`src/design/oht_pkg.sv`:
```
package oht_pkg;

   localparam int BINS       = 256;
   localparam int BIN_W      = 8;
   localparam int MAX_PIXELS = 4194304;
   localparam int CNT_W      = 23;
   localparam int SUM_W      = 31;
   localparam int TC_W       = BIN_W + CNT_W;
   localparam int AB_W       = SUM_W + CNT_W;
   localparam int W_W        = 2 * CNT_W;
   localparam int D2_W       = 2 * AB_W;
   localparam int PROD_W     = D2_W + W_W;
   localparam int QDEPTH     = 4;
   localparam int QPTR_W     = 2;
   localparam int QCNT_W     = 3;

   localparam logic [BIN_W-1:0] BIN_LAST = BIN_W'(BINS - 1);
   localparam logic [CNT_W-1:0] PIX_MAX  = CNT_W'(MAX_PIXELS);

   // classified pixel handed from the front to the back
   typedef struct packed {
      logic [BIN_W-1:0] pixel;
      logic             count;
      logic             last;
   } q_item_type;

   // back status seen by the front
   typedef struct packed {
      logic init_busy;
   } back_status_type;

   typedef enum logic [3:0] {
      ST_CLR,
      ST_RUN,
      ST_DRAIN,
      ST_RD,
      ST_ACC,
      ST_CHK,
      ST_MUL,
      ST_DIFF,
      ST_SQ,
      ST_SQD,
      ST_LM,
      ST_RM,
      ST_NEXT,
      ST_DONE
   } back_state_type;

endpackage

```
`src/design/oht_front.sv`:
```
module oht_front import oht_pkg::*; (
   input  logic             clock,
   input  logic             reset,
   input  logic             req_push,
   input  logic [BIN_W-1:0] req_pixel,
   input  logic             req_last,
   output logic             req_full,
   input  back_status_type  status,
   output q_item_type       item,
   output logic             item_valid,
   input  logic             item_pop
);

   q_item_type        queue_ff [QDEPTH];
   logic [QPTR_W-1:0] wr_ptr_ff, wr_ptr_in;
   logic [QPTR_W-1:0] rd_ptr_ff, rd_ptr_in;
   logic [QCNT_W-1:0] fill_ff, fill_in;
   logic [CNT_W-1:0]  seen_ff, seen_in;
   logic              accept;
   logic              take;
   q_item_type        new_item;

   assign req_full   = (fill_ff == QCNT_W'(QDEPTH)) || status.init_busy;
   assign accept     = req_push && !req_full;
   assign item_valid = (fill_ff != '0);
   assign take       = item_pop && item_valid;
   assign item       = queue_ff[rd_ptr_ff];

   // classify: saturate the grey level, stop counting at the frame limit
   always_comb begin
      new_item.pixel = (req_pixel > BIN_LAST) ? BIN_LAST : req_pixel;
      new_item.count = (seen_ff < PIX_MAX);
      new_item.last  = req_last;
      seen_in        = seen_ff;
      if (accept) begin
         if (req_last) begin
            seen_in = '0;
         end else if (new_item.count) begin
            seen_in = seen_ff + CNT_W'(1);
         end
      end
   end

   // advance queue pointers
   always_comb begin
      wr_ptr_in = accept ? wr_ptr_ff + QPTR_W'(1) : wr_ptr_ff;
      rd_ptr_in = take ? rd_ptr_ff + QPTR_W'(1) : rd_ptr_ff;
      fill_in   = fill_ff + QCNT_W'(accept) - QCNT_W'(take);
   end

   always_ff @(posedge clock) begin
      if (reset) begin
         wr_ptr_ff <= '0;
         rd_ptr_ff <= '0;
         fill_ff   <= '0;
         seen_ff   <= '0;
      end else begin
         wr_ptr_ff <= wr_ptr_in;
         rd_ptr_ff <= rd_ptr_in;
         fill_ff   <= fill_in;
         seen_ff   <= seen_in;
      end
   end

   // hold queued transactions
   always_ff @(posedge clock) begin
      if (accept) begin
         queue_ff[wr_ptr_ff] <= new_item;
      end
   end

endmodule

```
`config.mk`:
```
export PLATFORM = sky130hd
export DESIGN_NAME = oht_front
export DESIGN_NICKNAME = d
export VERILOG_FILES = /design/src/design/oht_pkg.sv /design/src/design/oht_front.sv
export SDC_FILE = /design/constraint.sdc
export NUM_CORES = 1
export LEC_CHECK = 0
export ABC_CLOCK_PERIOD_IN_PS = 3100
export BUFFER_PORTS_ARGS = -buffer_cell sky130_fd_sc_hd__buf_2
export CELL_PAD_IN_SITES_DETAIL_PLACEMENT = 0
export CELL_PAD_IN_SITES_GLOBAL_PLACEMENT = 1
export CORE_ASPECT_RATIO = 2
export CORE_MARGIN = 2
export CORE_UTILIZATION = 35
export DETAILED_ROUTE_END_ITERATION = 10
export GPL_ROUTABILITY_DRIVEN = 0
export PLACE_DENSITY_LB_ADDON = 0.1
export SYNTH_ARGS = -nofsm -noshare
export SYNTH_HDL_FRONTEND = slang
export SYNTH_SLANG_ARGS = --single-unit
```
`constraint.sdc`:
```
create_clock -name clock -period 3.1 [get_ports clock]
set_input_delay 0.62 -clock clock [delete_from_list [all_inputs] [get_ports clock]]
set_output_delay 0.62 -clock clock [all_outputs]
set_load 0.005 [all_outputs]
```
Yosys cells after proc, flatten, opt, wreduce, memory -nomap -nowiden
Memories as Yosys holds them, arrays and structs flattened. A register that Yosys moved wholly into a read port is not among the register bits.
Cells that the tools add are included.

word-level totals
  flip-flop bits (word level) = 30
  RAM bits = 40
  input port bits = 14
  output and inout bits = 12
  logic and storage cells = 27
  memories = 1

memory list
  memory    words  bits a word  read ports  clocked after memory_dff  wr ports  line             source
  queue_ff  4      10           1           1                         1         oht_front.sv:14  q_item_type queue_ff [QDEPTH];

operators by class
  add/subtract/negate cells = 5
  magnitude comparators = 2
  equal/unequal tests = 1
  multiplexer cells = 7
  reduce and logical (&&, ||, !) cells = 7

operators with widths
  kind                                                             count
  23-bit 2-to-1 mux                                                2
  23-bit by 1-bit adder with 23-bit output, second input constant  1
  23-bit less-than comparator, second input constant               1
  8-bit > comparator, second input constant                        1
  8-bit 2-to-1 mux                                                 1
  2-bit by 1-bit adder with 2-bit output, second input constant    2
  2-bit 2-to-1 mux                                                 2
  3-bit by 1-bit adder with 3-bit output                           1
  3-bit == test, second input constant                             1
  3-bit nonzero test                                               1
  3-bit by 1-bit subtractor with 3-bit output                      1
  1-bit logical AND                                                2
  1-bit 2-to-1 mux                                                 2
  2-bit AND reduction                                              1
  2-bit nonzero test                                               1
  1-bit logical NOT                                                1
  1-bit logical OR                                                 1

Logic depth before layout (Yosys ltp)
  word-level depth = 6
  depth in mapped cells = 12
  depth with buffers taken out = 10

Worst setup path before layout
Ideal clock, no wire load.

  path type = input to register
  start point = input port req_push
  end point = register fill_ff[2]
  setup time = 0.128 ns
  data arrival time = 2.491 ns
  required time = 2.972 ns
  path slack = 0.481 ns
  stages = 12
  path buffers = 2
  cells stage by stage = nor2b_1 buf_4 and2_1 clkbuf_1 inv_1 ha_1 inv_1 ha_1 fa_1 xnor2_1 xnor2_1 nor2_1

on the way
  word-level cells in the longest chain between the ends = 3

ends and longest elaborated chain
  item                                         line             source
  start: declaration                           oht_front.sv:4   input logic req_push,
  1-bit logical AND                            oht_front.sv:24  assign accept = req_push && !req_full;
  3-bit by 1-bit adder with 3-bit output       oht_front.sv:48  fill_in = fill_ff + QCNT_W'(accept) - QCNT_W'(take);
  3-bit by 1-bit subtractor with 3-bit output  oht_front.sv:48
  end signal: assignment                       oht_front.sv:60  fill_ff <= fill_in;
  end: declaration                             oht_front.sv:17  logic [QCNT_W-1:0] fill_ff, fill_in;

No other way between the ends.
A chain may end at the register's enable or synchronous reset.

Final worst setup path
  start point = register fill_ff[2]
  end point = register fill_ff[2]

on the way
  word-level cells in the longest chain between the ends = 6
  elaborated cells between the ends (all ways) = 8
  those cells by class = add/sub: 2; eq/ne: 1; reduce/logical: 5

ends and longest elaborated chain
  item                                           line             source
  3-bit == test                                  oht_front.sv:23  assign req_full = (fill_ff == QCNT_W'(QDEPTH)) || status.init_busy;
  1-bit logical OR                               oht_front.sv:23
  1-bit logical NOT                              oht_front.sv:24
  1-bit logical AND                              oht_front.sv:24
  3-bit by 1-bit adder with 3-bit output         oht_front.sv:48
  3-bit by 1-bit subtractor with 3-bit output *  oht_front.sv:48

Every way passes the cells marked *; elsewhere a longest branch is shown, timed or not.

==> results_dict.tcl <==
set metrics [dict create \
    layout_setup_ws_ns 0.721 \
    routedWlPerCell_um 17.6 \
    cts.path.max_buffers 2 \
    cts-buffers-inserted 9 \
    hpwl_mm 4.75 \
    clock-root-buffer "clkbuf_16" \
    drcViolationCount 0 \
    synth.area.top_cells "edfxtp_1, dfxtp_1, mux4_2" \
    drt_iter0_markers 99 \
    utilization_pct 42.2 \
    final.setup.tns_ns 0 \
    cts_max_level 3 \
    synth_top_family_by_area "simple AND/OR/NAND/NOR gates" \
    max_freq_ghz 0.420 \
    design_area_um2 3650 \
    crit_path_end_kind "flip-flop" \
    synth_cell_types 48 \
    yosysSeqAreaShare_pct 59.3 \
    synthSimpleGateAreaFrac_pct 15.8 \
    die-area_um2 9700 \
    powerDensity_nw_per_um2 720 \
    yosysWarnings 0 \
    required_ns 3.31 \
    ctsHoldBuffers 0 \
    ys_ff_latch 72 \
    grt-ovfl-total 0 \
    route.final.wire_length_mm 6.64 \
    drv_slew 0 \
    grt_pass1_vias 2077 \
    clock_sinks 72 \
    final-setup-viol-count 0 \
    avgSynthCellArea_um2 12.8 \
    dr.pass1.iters 4 \
    n_antenna_cell 0 \
    yosysMostFrequentCell "edfxtp_1" \
    io_buffers 25 \
    seq_area_um2 1840 \
    synth-edff-count 40 \
    start_kind "flip-flop" \
    grt_pass1_wl_mm 10.9 \
    tritoncts "yes" \
    multi_input_area_um2 1160 \
    async_flop_share_pct 0 \
    synth_fp_nets 264 \
    min_period_over_period_pct 76.7 \
    synth-compound-area-share_pct 8.74 \
    worst_slew_pin_slew_ns 0.691 \
    grt.total_usage_pct 15.1 \
    synth_fa_ha_area_share_pct 3.46 \
    post-route-min-period_ns 2.38 \
    syn_inst 242 \
    worstPathArrival_ns 2.59 \
    peakVddDrop_uv 303 \
    rows 48 \
    maxCapViolations 0 \
    antenna_found_initial 0 \
    preCtsSetupSlack_ns 0.469 \
    core_area_um2 8650 \
    synth-xor-area-share_pct 1.69 \
    outcome "finished, final reports clean" \
    synth_largest_type_area_fraction_pct 38.6 \
    worst_slew_margin_rel_pct 53.8 \
    start_util_pct 35.9 \
    nFillCells 858 \
    die_x_um 70.6 \
    synthTopCellsByCount "edfxtp_1, dfxtp_1, a21oi_1, or4_1, o31ai_1" \
    finalHoldViolCount 0 \
    die_h_um 137 \
    hp-class "reg2reg" \
    leakagePower_nw 1.20 \
    cp_slowest_cell "or3b_1" \
    grt_max_degree 23 \
    ant_nets 0 \
    clk_latency_ns 0.33 \
    cpPeakStageDelay_ns 0.54 \
    area_growth_pct 17.5 \
    place_area_um2 3320 \
    final_nets 293 \
    ios 26 \
    vias_per_cell 5.43 \
    crit_chain "or3b_1, and2_1, inv_1, ha_1, inv_1, ha_1, fa_1, xnor2_1, xnor2_1, nor2_1" \
    clkTransAtPathRegs_ns 0.06 \
    skew_ns 0.00260 \
    critPathKind "reg2reg" \
    path_max_fanout 12 \
    synth.area.mux_share_pct 7.57 \
    vias 2043 \
    cts_resized 0 \
    rsz0062_at_grt "no" \
    yosysTopAreaCell "edfxtp_1" \
    synth-main-ff-cell "edfxtp_1" \
    syn-cell-area_um2 3110 \
    drive_above_1_share_pct 23.6 \
    post_cts_buffers 0 \
]
## final cells by class
cell class	instances	share of cell area, %
sequential	72	50.4
multi-input combinational	149	31.7
clock buffer	10	6.55
timing repair buffer	30	4.46
tap	100	3.43
clock inverter	6	2.50
inverter	9	0.925
## power breakdown
part	switching (mW)	total, mW	internal (mW)
clock	0.395	1.12	0.729
sequential	0.0400	1.11	1.07
combinational	0.188	0.400	0.213
total	0.622	2.63	2.01
## kinds of logic after synthesis
group | after synthesis
AND/OR/NAND/NOR | 81
flip-flops | 72
AO/OA/AOI/OAI | 43
buffers and inverters | 21
multiplexers | 11
adder cells (fa/ha/maj) | 8
XOR/XNOR | 6
## metal layers
metal  global-route usage [%]  vias to the layer above  part of all wire [%]
met4                     7.97                        0                   2.5
li1                         -                      995                     -
met5                        0                        -                     0
met2                     28.2                       32                    58
met1                     15.4                     1006                    36
met3                     3.44                       10                   3.1
## registers in the layout (all words and copies together) (netlist names), named ones only
signal,flops
queue_ff,40
fill_ff,3
seen_ff,23
rd_ptr_ff,2
wr_ptr_ff,2
## cells in the final DEF, fill, tap and decap left out, types with 2 or more instances in the layout
cell / synthesis / layout
a21oi_1: 17 / 17
o21a_1: 2 / 2
mux4_2: 10 / 10
buf_2: 1 / 25
nor2b_1: 3 / 3
or4_1: 17 / 17
nand3_1: 11 / 11
or3_1: 5 / 5
bufinv_16: 0 / 2
and3_1: 5 / 5
nand2_1: 10 / 10
nand4_1: 4 / 4
o31ai_1: 13 / 13
clkbuf_16: 0 / 9
edfxtp_1: 40 / 40
buf_4: 1 / 5
ha_1: 7 / 7
inv_1: 9 / 9
nor3_1: 3 / 3
dfxtp_1: 32 / 32
nor2_1: 10 / 10
o21ai_0: 4 / 4
xnor2_1: 5 / 5
clkinvlp_4: 0 / 3
## worst paths after layout
check	start	endpoint	slack (ns)	cells past startpoint
setup / recovery	fill_ff[2]$_SDFF_PP0_	fill_ff[2]$_SDFF_PP0_	0.72	10
hold / removal	seen_ff[21]$_SDFFE_PP0P_	seen_ff[21]$_SDFFE_PP0P_	0.49	2
setup reg to reg	fill_ff[2]$_SDFF_PP0_	fill_ff[2]$_SDFF_PP0_	0.72	10
hold reg to reg	seen_ff[21]$_SDFFE_PP0P_	seen_ff[21]$_SDFFE_PP0P_	0.49	2
## critical path: cells and delay by family, from the launching register on
kind,cells,cell delay [ns]
flip-flops,1,0.37
XOR/XNOR,2,0.30
adder cells (fa/ha/maj),3,0.67
buffers and inverters,2,0.09
AND/OR/NAND/NOR,3,0.82
## stage by stage
step | instances | power, mW | hold slack (ns)
3_3_place_gp | 360 | 1.54 | 0.462
2_1_floorplan | 242 | 1.41 | 0.449
4_1_cts | 376 | 2.68 | 0.483
3_5_place_dp | 360 | 1.55 | 0.474
6_report | 376 | 2.63 | 0.485
5_1_grt | 376 | 2.77 | 0.505
Power figures use the tool's default switching activity.
